$ cat config.mk
export PLATFORM = sky130hd
export DESIGN_NAME = bounded_ordered_list_engine_unit
export DESIGN_NICKNAME = d
export VERILOG_FILES = /design/src/design/bole_pkg.sv /design/src/design/bole_cell.sv /design/src/design/bounded_ordered_list_engine_unit.sv
export SDC_FILE = /design/constraint.sdc
export NUM_CORES = 2
export LEC_CHECK = 0
export BUFFER_PORTS_ARGS = -buffer_cell sky130_fd_sc_hd__buf_2
export CAP_MARGIN = 20
export CELL_PAD_IN_SITES_DETAIL_PLACEMENT = 1
export CELL_PAD_IN_SITES_GLOBAL_PLACEMENT = 2
export CORE_MARGIN = 1.5
export CORE_UTILIZATION = 42
export CTS_BUF_LIST = sky130_fd_sc_hd__clkbuf_16
export CTS_CLUSTER_SIZE = 12
export DETAILED_ROUTE_END_ITERATION = 12
export MAX_ROUTING_LAYER = met4
export PLACE_DENSITY_LB_ADDON = 0.1
export SYNTH_ARGS = -nofsm -noshare
export SYNTH_HDL_FRONTEND = slang
export SYNTH_HIERARCHICAL = 1
export SYNTH_SLANG_ARGS = --single-unit
export TNS_END_PERCENT = 50
$ cat constraint.sdc
create_clock -name clk -period 6.8 [get_ports clk]
set_clock_uncertainty 0.15 [all_clocks]
set_input_delay 0.68 -clock clk [delete_from_list [all_inputs] [get_ports clk]]
set_output_delay 0.68 -clock clk [all_outputs]
set_load 0.03 [all_outputs]
$ cat src/design/bole_pkg.sv
// Shared types and constants for the bounded ordered list engine.
`timescale 1ns / 1ps

package bole_pkg;

  // List size and derived widths
  localparam int CAPACITY  = 16;
  localparam int IDX_W     = (CAPACITY > 1) ? $clog2(CAPACITY) : 1;
  localparam int CNT_W     = $clog2(CAPACITY + 1);

  // Fixed field widths of the stream items
  localparam int CMD_W     = 4;
  localparam int DATA_W    = 32;
  localparam int POS_W     = 5;
  localparam int ST_W      = 3;
  localparam int OUT_CNT_W = 5;

  localparam int IN_BITS      = CMD_W + DATA_W + POS_W;
  localparam int OUT_BITS     = DATA_W + ST_W + OUT_CNT_W + 2;
  localparam int IN_TDATA_W   = ((IN_BITS + 7) / 8) * 8;
  localparam int OUT_TDATA_W  = ((OUT_BITS + 7) / 8) * 8;

  // Command codes
  typedef enum logic [CMD_W-1:0] {
    CMD_INS_FIRST = 4'd0,
    CMD_INS_LAST  = 4'd1,
    CMD_INS_AT    = 4'd2,
    CMD_DEL_FIRST = 4'd3,
    CMD_DEL_LAST  = 4'd4,
    CMD_DEL_VALUE = 4'd5,
    CMD_RD_FIRST  = 4'd6,
    CMD_RD_LAST   = 4'd7,
    CMD_RD_AT     = 4'd8
  } cmd_t;

  // Result status codes
  typedef enum logic [ST_W-1:0] {
    ST_OK       = 3'd0,
    ST_FULL     = 3'd1,
    ST_EMPTY    = 3'd2,
    ST_BADPOS   = 3'd3,
    ST_NOTFOUND = 3'd4,
    ST_UNKNOWN  = 3'd5
  } status_t;

  // What a cell loads in the next cycle
  typedef enum logic [1:0] {
    CELL_HOLD  = 2'd0,
    CELL_LOAD  = 2'd1,
    CELL_LEFT  = 2'd2,
    CELL_RIGHT = 2'd3
  } cell_op_t;

  // Per-cell control: update select plus the shared insert value / search key
  typedef struct packed {
    cell_op_t          op;
    logic [DATA_W-1:0] data;
  } cell_ctrl_t;

endpackage

$ cat src/design/bole_cell.sv
// One list cell: holds an entry, shifts with its neighbors and compares against a key.
`timescale 1ns / 1ps

module bole_cell (
  input  logic                         clk,
  input  bole_pkg::cell_ctrl_t         ctrl,
  input  logic [bole_pkg::DATA_W-1:0]  left_value,
  input  logic [bole_pkg::DATA_W-1:0]  right_value,
  output logic [bole_pkg::DATA_W-1:0]  value,
  output logic                         match
);

  logic [bole_pkg::DATA_W-1:0] value_next;

  // Select the next entry: keep, take the new item, or shift from a neighbor
  always_comb begin
    case (ctrl.op)
      bole_pkg::CELL_HOLD:  value_next = value;
      bole_pkg::CELL_LOAD:  value_next = ctrl.data;
      bole_pkg::CELL_LEFT:  value_next = left_value;
      bole_pkg::CELL_RIGHT: value_next = right_value;
      default:              value_next = value;
    endcase
  end

  always_ff @(posedge clk) begin
    value <= value_next;
  end

  // Compare the stored entry against the search key
  assign match = (value == ctrl.data);

endmodule

$ cat src/design/bounded_ordered_list_engine_unit.sv
// Top level of the bounded ordered list engine: command decode, cell chain, result register.
`timescale 1ns / 1ps

// Usage:
// - Commands enter on the s_ stream (tvalid/tready/tdata); each accepted item
//   yields exactly one result item on the m_ stream.
// - The list lives in a row of cells, one entry per cell. Inserts shift the
//   cells above the target one place up, removals shift them one place down,
//   and all cells compare against the search key in parallel, so each
//   command updates the whole list in the cycle it is accepted.
// - The result is registered and is on m_tdata in the cycle after the command is taken.
// - Throughput: one item per cycle while the receiver keeps m_tready high;
//   the rate is set by the cell update feeding the result register.
// - When the receiver stalls, the result register holds its item and s_tready
//   drops until that result is taken; s_tready follows m_tready combinationally.
// - Reset clears the count and the result valid flag; no clearing pass runs and
//   the block takes commands in the first cycle after reset. Entry contents
//   are undefined until written, but only entries below the count are read.
// - Errors (full, empty, bad position, not found, unknown command) return a
//   zero value and leave the list unchanged.

module bounded_ordered_list_engine_unit (
  input  logic                               clk,
  input  logic                               rst,
  input  logic                               s_tvalid,
  output logic                               s_tready,
  // command[3:0], item_value[35:4], position[40:36], zero fill above
  input  logic [bole_pkg::IN_TDATA_W-1:0]    s_tdata,
  output logic                               m_tvalid,
  input  logic                               m_tready,
  // result_value[31:0], status[34:32], entry_count[39:35], is_full[40],
  // is_empty[41], zero fill above
  output logic [bole_pkg::OUT_TDATA_W-1:0]   m_tdata
);

  localparam int CAP = bole_pkg::CAPACITY;

  // Input fields
  logic [bole_pkg::CMD_W-1:0]  cmd;
  logic [bole_pkg::DATA_W-1:0] item_value;
  logic [bole_pkg::POS_W-1:0]  position;
  logic                        fire;

  assign cmd        = s_tdata[bole_pkg::CMD_W-1:0];
  assign item_value = s_tdata[bole_pkg::CMD_W +: bole_pkg::DATA_W];
  assign position   = s_tdata[bole_pkg::CMD_W + bole_pkg::DATA_W +: bole_pkg::POS_W];
  assign s_tready   = !m_tvalid || m_tready;
  assign fire       = s_tvalid && s_tready;

  // State registers
  logic [bole_pkg::CNT_W-1:0]  count;
  logic [bole_pkg::CNT_W-1:0]  count_next;

  // Cell chain signals
  bole_pkg::cell_ctrl_t        ctrl [CAP];
  logic [bole_pkg::DATA_W-1:0] cell_q [CAP];
  logic [CAP-1:0]              match_raw;
  logic [CAP-1:0]              live;
  logic [CAP-1:0]              hit;
  logic [CAP-1:0]              first_hit;
  logic [bole_pkg::IDX_W-1:0]  hit_idx;

  // Decode results
  logic                        do_ins;
  logic                        do_del;
  logic                        do_rd;
  logic [bole_pkg::IDX_W-1:0]  tgt;
  bole_pkg::status_t           st;
  logic [bole_pkg::DATA_W-1:0] res;

  // Output register
  logic [bole_pkg::DATA_W-1:0]    out_value;
  bole_pkg::status_t              out_status;
  logic [bole_pkg::OUT_CNT_W-1:0] out_count;
  logic                           out_full;
  logic                           out_empty;

  // Find the first live entry equal to the key
  always_comb begin
    for (int i = 0; i < CAP; i++) begin
      live[i] = (i < int'(count));
    end
  end

  assign hit       = match_raw & live;
  assign first_hit = hit & (~hit + 1'b1);

  always_comb begin
    hit_idx = '0;
    for (int i = 0; i < CAP; i++) begin
      if (first_hit[i]) begin
        hit_idx = hit_idx | bole_pkg::IDX_W'(i);
      end
    end
  end

  // Decode the command into a target cell, a shift direction and a status
  always_comb begin
    do_ins     = 1'b0;
    do_del     = 1'b0;
    do_rd      = 1'b0;
    tgt        = '0;
    st         = bole_pkg::ST_OK;
    count_next = count;
    case (bole_pkg::cmd_t'(cmd))
      bole_pkg::CMD_INS_FIRST, bole_pkg::CMD_INS_LAST, bole_pkg::CMD_INS_AT: begin
        if (int'(count) >= CAP) begin
          st = bole_pkg::ST_FULL;
        end else if (bole_pkg::cmd_t'(cmd) == bole_pkg::CMD_INS_AT &&
                     (int'(position) < 1 || int'(position) > int'(count) + 1)) begin
          st = bole_pkg::ST_BADPOS;
        end else begin
          do_ins     = 1'b1;
          count_next = count + 1'b1;
          if (bole_pkg::cmd_t'(cmd) == bole_pkg::CMD_INS_LAST) begin
            tgt = bole_pkg::IDX_W'(count);
          end else if (bole_pkg::cmd_t'(cmd) == bole_pkg::CMD_INS_AT) begin
            tgt = bole_pkg::IDX_W'(position - 1'b1);
          end
        end
      end
      bole_pkg::CMD_DEL_FIRST, bole_pkg::CMD_DEL_LAST, bole_pkg::CMD_DEL_VALUE: begin
        if (count == '0) begin
          st = bole_pkg::ST_EMPTY;
        end else if (bole_pkg::cmd_t'(cmd) == bole_pkg::CMD_DEL_VALUE && !(|hit)) begin
          st = bole_pkg::ST_NOTFOUND;
        end else begin
          do_del     = 1'b1;
          count_next = count - 1'b1;
          if (bole_pkg::cmd_t'(cmd) == bole_pkg::CMD_DEL_LAST) begin
            tgt = bole_pkg::IDX_W'(count - 1'b1);
          end else if (bole_pkg::cmd_t'(cmd) == bole_pkg::CMD_DEL_VALUE) begin
            tgt = hit_idx;
          end
        end
      end
      bole_pkg::CMD_RD_FIRST, bole_pkg::CMD_RD_LAST, bole_pkg::CMD_RD_AT: begin
        if (count == '0) begin
          st = bole_pkg::ST_EMPTY;
        end else if (bole_pkg::cmd_t'(cmd) == bole_pkg::CMD_RD_AT &&
                     (int'(position) < 1 || int'(position) > int'(count))) begin
          st = bole_pkg::ST_BADPOS;
        end else begin
          do_rd = 1'b1;
          if (bole_pkg::cmd_t'(cmd) == bole_pkg::CMD_RD_LAST) begin
            tgt = bole_pkg::IDX_W'(count - 1'b1);
          end else if (bole_pkg::cmd_t'(cmd) == bole_pkg::CMD_RD_AT) begin
            tgt = bole_pkg::IDX_W'(position - 1'b1);
          end
        end
      end
      default: begin
        st = bole_pkg::ST_UNKNOWN;
      end
    endcase
  end

  // Pick the entry that is read or removed
  assign res = (do_del || do_rd) ? cell_q[tgt] : '0;

  // Drive cells: load at the target, shift above it (at and above it on removal), else hold
  always_comb begin
    for (int i = 0; i < CAP; i++) begin
      ctrl[i].data = item_value;
      if (fire && do_ins && bole_pkg::IDX_W'(i) == tgt) begin
        ctrl[i].op = bole_pkg::CELL_LOAD;
      end else if (fire && do_ins && bole_pkg::IDX_W'(i) > tgt) begin
        ctrl[i].op = bole_pkg::CELL_LEFT;
      end else if (fire && do_del && bole_pkg::IDX_W'(i) >= tgt) begin
        ctrl[i].op = bole_pkg::CELL_RIGHT;
      end else begin
        ctrl[i].op = bole_pkg::CELL_HOLD;
      end
    end
  end

  // Row of cells, each wired to its two neighbors
  for (genvar g = 0; g < CAP; g++) begin : g_cell
    logic [bole_pkg::DATA_W-1:0] left_in;
    logic [bole_pkg::DATA_W-1:0] right_in;

    if (g == 0) begin : g_head
      assign left_in = item_value;
    end else begin : g_mid_l
      assign left_in = cell_q[g-1];
    end

    if (g == CAP - 1) begin : g_tail
      assign right_in = cell_q[g];
    end else begin : g_mid_r
      assign right_in = cell_q[g+1];
    end

    bole_cell u_cell (
      .clk         (clk),
      .ctrl        (ctrl[g]),
      .left_value  (left_in),
      .right_value (right_in),
      .value       (cell_q[g]),
      .match       (match_raw[g])
    );
  end

  // Update the count on each accepted item
  always_ff @(posedge clk) begin
    if (rst) begin
      count <= '0;
    end else if (fire) begin
      count <= count_next;
    end
  end

  // Hold the result until the receiver takes it
  always_ff @(posedge clk) begin
    if (rst) begin
      m_tvalid <= 1'b0;
    end else if (fire) begin
      m_tvalid <= 1'b1;
    end else if (m_tready) begin
      m_tvalid <= 1'b0;
    end
  end

  always_ff @(posedge clk) begin
    if (fire) begin
      out_value  <= res;
      out_status <= st;
      out_count  <= bole_pkg::OUT_CNT_W'(count_next);
      out_full   <= (int'(count_next) == CAP);
      out_empty  <= (count_next == '0);
    end
  end

  assign m_tdata = bole_pkg::OUT_TDATA_W'({out_empty, out_full, out_count, out_status,
                                           out_value});

  // Checks
  a_count_bound: assert property (@(posedge clk) disable iff (rst)
    int'(count) <= CAP)
    else $error("list count above capacity");

  a_accept_gives_result: assert property (@(posedge clk) disable iff (rst)
    fire |=> m_tvalid)
    else $error("accepted item produced no result");

  a_error_zero_value: assert property (@(posedge clk) disable iff (rst)
    (m_tvalid && out_status != bole_pkg::ST_OK) |-> (out_value == '0))
    else $error("error result carries a nonzero value");

  a_full_status_flag: assert property (@(posedge clk) disable iff (rst)
    (m_tvalid && out_status == bole_pkg::ST_FULL) |-> out_full)
    else $error("full status without full flag");

  a_flags_exclusive: assert property (@(posedge clk) disable iff (rst)
    m_tvalid |-> !(out_full && out_empty))
    else $error("full and empty flags both set");

endmodule
Word level (Yosys, flattened, before mapping)
Index checks and enable logic that the tools add are counted.
{"block": "totals", "input_bits": 52, "reg_bits": 560, "out_inout_bits": 50}
{"block": "classes", "bitwise": 4, "n_reduce_logical": 87, "n_mux": 118, "add_sub_neg": 5, "n_lt_le_gt_ge": 53, "eq_ne": 88}
{"cell": "$pmux 32 s3", "n": 14}
{"cell": "$eq 32x32->1", "n": 16}
{"cell": "$bmux 32 s4", "n": 1}
{"cell": "$pmux 32 s2", "n": 2}
{"cell": "$mux 2", "n": 54}
{"cell": "$mux 4", "n": 20}
{"cell": "$eq 2x2->1 const B", "n": 32}
{"cell": "$mux 32", "n": 2}
{"cell": "$logic_and 1x1->1", "n": 54}
{"cell": "$lt 4x5->1 const A", "n": 8}
{"cell": "$and 16x16->16", "n": 2}
{"cell": "$eq 2x1->1 const B", "n": 16}
{"cell": "$eq 4x4->1 const A", "n": 8}
{"cell": "$ge 4x4->1 const A", "n": 8}
{"cell": "$gt 4x4->1 const A", "n": 8}
{"cell": "$logic_not 2->1", "n": 16}
{"cell": "$lt 3x5->1 const A", "n": 4}
{"cell": "$mux 5", "n": 4}
{"cell": "$mux 3", "n": 6}
{"cell": "$add 16x1->16 const B", "n": 1}
{"cell": "$eq 3x4->1 const A", "n": 4}
{"cell": "$eq 4x3->1 const B", "n": 4}
{"cell": "$ge 3x4->1 const A", "n": 4}
{"cell": "$gt 3x4->1 const A", "n": 4}
{"cell": "other kinds (34)", "n": 63}

Longest topological paths before layout
{"block": "depth", "word_depth": 33, "depth_mapped": 21}

By module
Netlist, hierarchy kept.
{"module": "bole_cell", "instances": 16, "seq_area_each_um2": 960.9, "area_per_inst_um2": 1986.9, "cells_each": 183}
{"module": "bounded_ordered_list_engine_unit", "instances": 1, "seq_area_each_um2": 1381.3, "area_per_inst_um2": 8245.4, "cells_each": 1153}

Worst setup path after synthesis
Ideal clock, no wire load.
{"block": "synth_path", "kind": "reg-to-reg", "startpoint": "register count[0] in the netlist's numbering", "endpoint": "register g_cell[10].u_cell/value[0] in the netlist's numbering, enable pin", "synth_period_minus_slack_ns": 4.949, "t_required_ns": 6.275, "path_slack_ns": 1.851, "arrival_time_ns": 4.424, "stages_incl_launch_ff": 18, "setup_ns": 0.375, "cell_sequence": "dfxtp_1 > buf_2 > inv_1 > ha_1 > inv_1 > ha_1 > a32o_1 > a31oi_1 > nor3_1 > o21ai_1 > a21oi_1 > or3_4 > buf_6 > or4_1 > o21ai_1 > buf_4 > buf_6 > or2_2"}
{"element": "start: declaration", "line": "bounded_ordered_list_engine_unit.sv:51", "rtl": "logic [bole_pkg::CNT_W-1:0] count;"}
{"element": "start signal: assignment", "line": "bounded_ordered_list_engine_unit.sv:209", "rtl": "count <= count_next;"}
{"element": "end signal: assignment", "line": "bole_cell.sv:27", "rtl": "value <= value_next;"}
{"element": "end: declaration", "line": "bole_cell.sv:9", "rtl": "output logic [bole_pkg::DATA_W-1:0] value,"}

==> impl_metrics.py <==
metrics = {
    "run": {
        "drv_cap": 0,
    },
    "placement": {
        "io_buffers": 88,
        "place_inst": 5400,
        "place_ws_ns": 0.00858,
        "placed_area_sq_um": 43100,
        "gp_congestion": 0.888,
        "dpl.hpwl_mm": 105,
    },
    "setup_path": {
        "startpoint_type": "input port",
        "path_class": "input port to register",
        "critical_path_required_ns": 7.00,
        "r2r.worst_path.cells": 17,
        "worstSetupEndpointType": "register",
        "worstPathMaxFanout": 32,
        "r2r_slack_ns": 0.63,
        "r2r_start": "g_cell[12].u_cell/value[16]$_DFFE_PP_",
        "rr_endpoint": "g_cell[12].u_cell/value[0]$_DFFE_PP_",
        "cp_data_arrival_time_ns": 6.53,
    },
    "die": {
        "io_pins": 102,
        "rows": 113,
        "die_h_um": 312,
        "die_x_um": 312,
        "core_area_sq_um": 94700,
        "start_util_pct": 42.3,
        "die-area_sq_um": 97200,
    },
    "finish": {
        "fill_cells": 10600,
        "final_nets": 4276,
        "final_area_sq_um": 45200,
        "area_growth_pct": 12.9,
        "final_common_cell": "mux2i_1",
        "drive_gt1_share_pct": 11.8,
        "antennaDiodeCount": 0,
        "fin_cells": 5526,
        "layout_common_cells": "705 x mux2i_1, 573 x a21oi_1, 562 x nor2_1",
    },
    "clock_tree": {
        "htree_levels": 3,
        "clock_path_buffers": 3,
        "cts_tree": "yes",
        "cts_inserted_buffers": 72,
        "clk_transition_reported_paths_ns": 0.06,
        "cts_setup_buffers": 0,
        "root_buffer": "clkbuf_16",
        "ctsResizeCount": 0,
        "cts_hold_buf": 0,
        "clkLatencyLatePin_ns": 0.65,
        "cts_sinks": 560,
    },
    "run_status": {
        "outcome": "finished clean",
    },
    "detailed_routing": {
        "viasPerCell": 5.77,
        "drt-initial-drc-count": 1971,
        "drc_errors": 0,
        "drt-met1-wl_mm": 63.1,
        "route.met3.wl_mm": 4.05,
        "ant_nets": 0,
        "route.met2.wl_mm": 70.6,
        "wire_per_inst_um": 25.9,
        "drt_wl_total_mm": 143,
        "routed.top_layer": "met4",
        "first_pass_iters": 5,
        "vias": 31900,
    },
    "yosys": {
        "syn_inst": 4081,
        "yosysSeqAreaShare_pct": 41.9,
        "async_flop_share_pct": 0,
        "yosys_warnings": 6,
        "syn_area_sq_um": 40000,
        "avgSynthCellArea_sq_um": 9.81,
        "synth_flop_cell": "edfxtp_1",
        "synth.ff_latch_count": 560,
        "ys_types": 69,
        "synth_edf_count": 554,
    },
    "power": {
        "pwr_density_cell_nw_per_um2": 234,
        "power_uw": 10600,
        "ir_drop_mv": 0.180,
        "p_leak_uw": 0.0156,
    },
    "sta": {
        "finalCriticalPeriod_ns": 6.34,
        "setup-tns-final_ns": 0,
        "rsz0062_at_grt": "false",
        "setup_viol": 0,
        "finalHoldViolCount": 0,
        "period_share_pct": 93.2,
        "timing.final.ws_setup_ns": 0.465,
        "slew_violations": 0,
        "timing.fmax_ghz": 0.158,
        "tightest_slew_ns": 0.964,
        "max_slew_margin_pct": 35.7,
    },
    "worst_hold_path": {
        "holdPathEnd": "m_tvalid$_SDFFE_PP0P_",
        "hold_class": "input port to register",
        "holdPathStages": 3,
        "hold_start": "s_tvalid",
    },
    "global_routing": {
        "track_usage_pct": 30.1,
        "grt_max_degree": 79,
        "first_global_vias": 33500,
        "grt_pass1_wl_mm": 217,
        "antenna_found_initial": 9,
        "grt_remaining_overflow": 0,
    },
}
worst max path at each step:
| stage | from | to | slack, ns | cells past startpoint |
|---|---|---|---|---|
| after floorplan | count[0]$_SDFFE_PP0P_ | g_cell[10].u_cell/value[0]$_DFFE_PP_ | 1.85 | 17 |
| after global placement | s_tdata[35] | g_cell[12].u_cell/value[14]$_DFFE_PP_ | 0.08 | 20 |
| after detailed placement | s_tdata[35] | g_cell[12].u_cell/value[15]$_DFFE_PP_ | 0.009 | 20 |
| after CTS | s_tdata[35] | g_cell[12].u_cell/value[0]$_DFFE_PP_ | 0.64 | 20 |
| after global routing | s_tdata[35] | g_cell[12].u_cell/value[0]$_DFFE_PP_ | 0.33 | 20 |
| final | s_tdata[35] | g_cell[12].u_cell/value[0]$_DFFE_PP_ | 0.46 | 20 |
critical path: stages:
cell,delay (ns)
buf_2,0.42
buf_4,0.26
xor2_1,0.07
nor4_1,0.63
nand4_1,0.42
nor2_1,0.34
buf_4,0.19
nor4b_1,0.05
and3_1,0.24
a32oi_1,0.20
a2111oi_0,0.11
nor4_1,0.43
nor3_2,0.12
or3_4,0.53
nand2_1,0.34
nor2_1,0.18
a211oi_4,0.26
buf_4,0.55
mux2i_1,0.29
a21oi_1,0.10
cells in the mapped netlist, types with 5 or more instances:
master	count	area, sq um
a211oi_1	10	75.1
a21boi_0	5	37.5
a21oi_1	586	2930
a32oi_1	67	587
and2_1	5	31.3
buf_2	111	556
buf_4	34	255
buf_6	60	676
clkbuf_1	81	304
dfxtp_1	6	120
edfxtp_1	554	16600
ha_1	15	188
inv_1	16	60.1
mux2i_1	705	7060
nand2_1	292	1100
nand3_1	137	686
nand4_1	34	213
nor2_1	571	2140
nor3_1	9	45.0
nor4_1	133	832
o21ai_0	29	145
o22ai_1	6	37.5
or2_2	19	119
xnor2_1	6	52.6
xor2_1	515	4510
report_power, final:
group	switching (uW)	internal, uW
logic	1540	873
registers	366	4220
clock network	1600	2000
metrics by stage:
step	hold slack, ns	util (%)
after global routing	0.137	47.7
after detailed placement	0.381	45.5
after CTS	0.104	47.7
after global placement	0.360	45.4
after floorplan	0.509	-
final	0.146	47.7
cells by family (layout without fill, tap and decap cells):
logic type / after synthesis / count (layout) / synth area share, %
compound gates: 747 / 747 / 10.5
flops: 560 / 560 / 41.9
xor+xnor: 521 / 521 / 11.4
buf+inv: 303 / 478 / 4.63
fa+ha+maj: 15 / 15 / 0.469
other cells: 1 / 6 / 0.00937
simple gates: 1229 / 1229 / 13.6
mux: 705 / 705 / 17.6
layer usage:
metal  GRT usage [%]  vias up
li1                -    15100
met1            38.1    15900
met2            50.4      621
met3            2.70      244
met4            10.2        0
met5               -        -
sequential cells by signal (all words and copies together) (netlist names):
signal and count:
g_cell.u_cell/value 512, out_value 32, count 5, out_count 5, out_status 3, m_tvalid 1
out_empty 1, out_full 1
layout make-up:
class | instances | area [sq um] | share of cell area (%)
inverter | 16 | 60.1 | 0.133
timing repair buffer | 336 | 2870 | 6.35
clock buffer | 72 | 1800 | 3.99
clock inverter | 54 | 325 | 0.720
sequential | 560 | 16800 | 37.1
tap | 1265 | 1580 | 3.50
multi-input combinational | 3223 | 21800 | 48.2
Power figures use the tool's default switching activity.
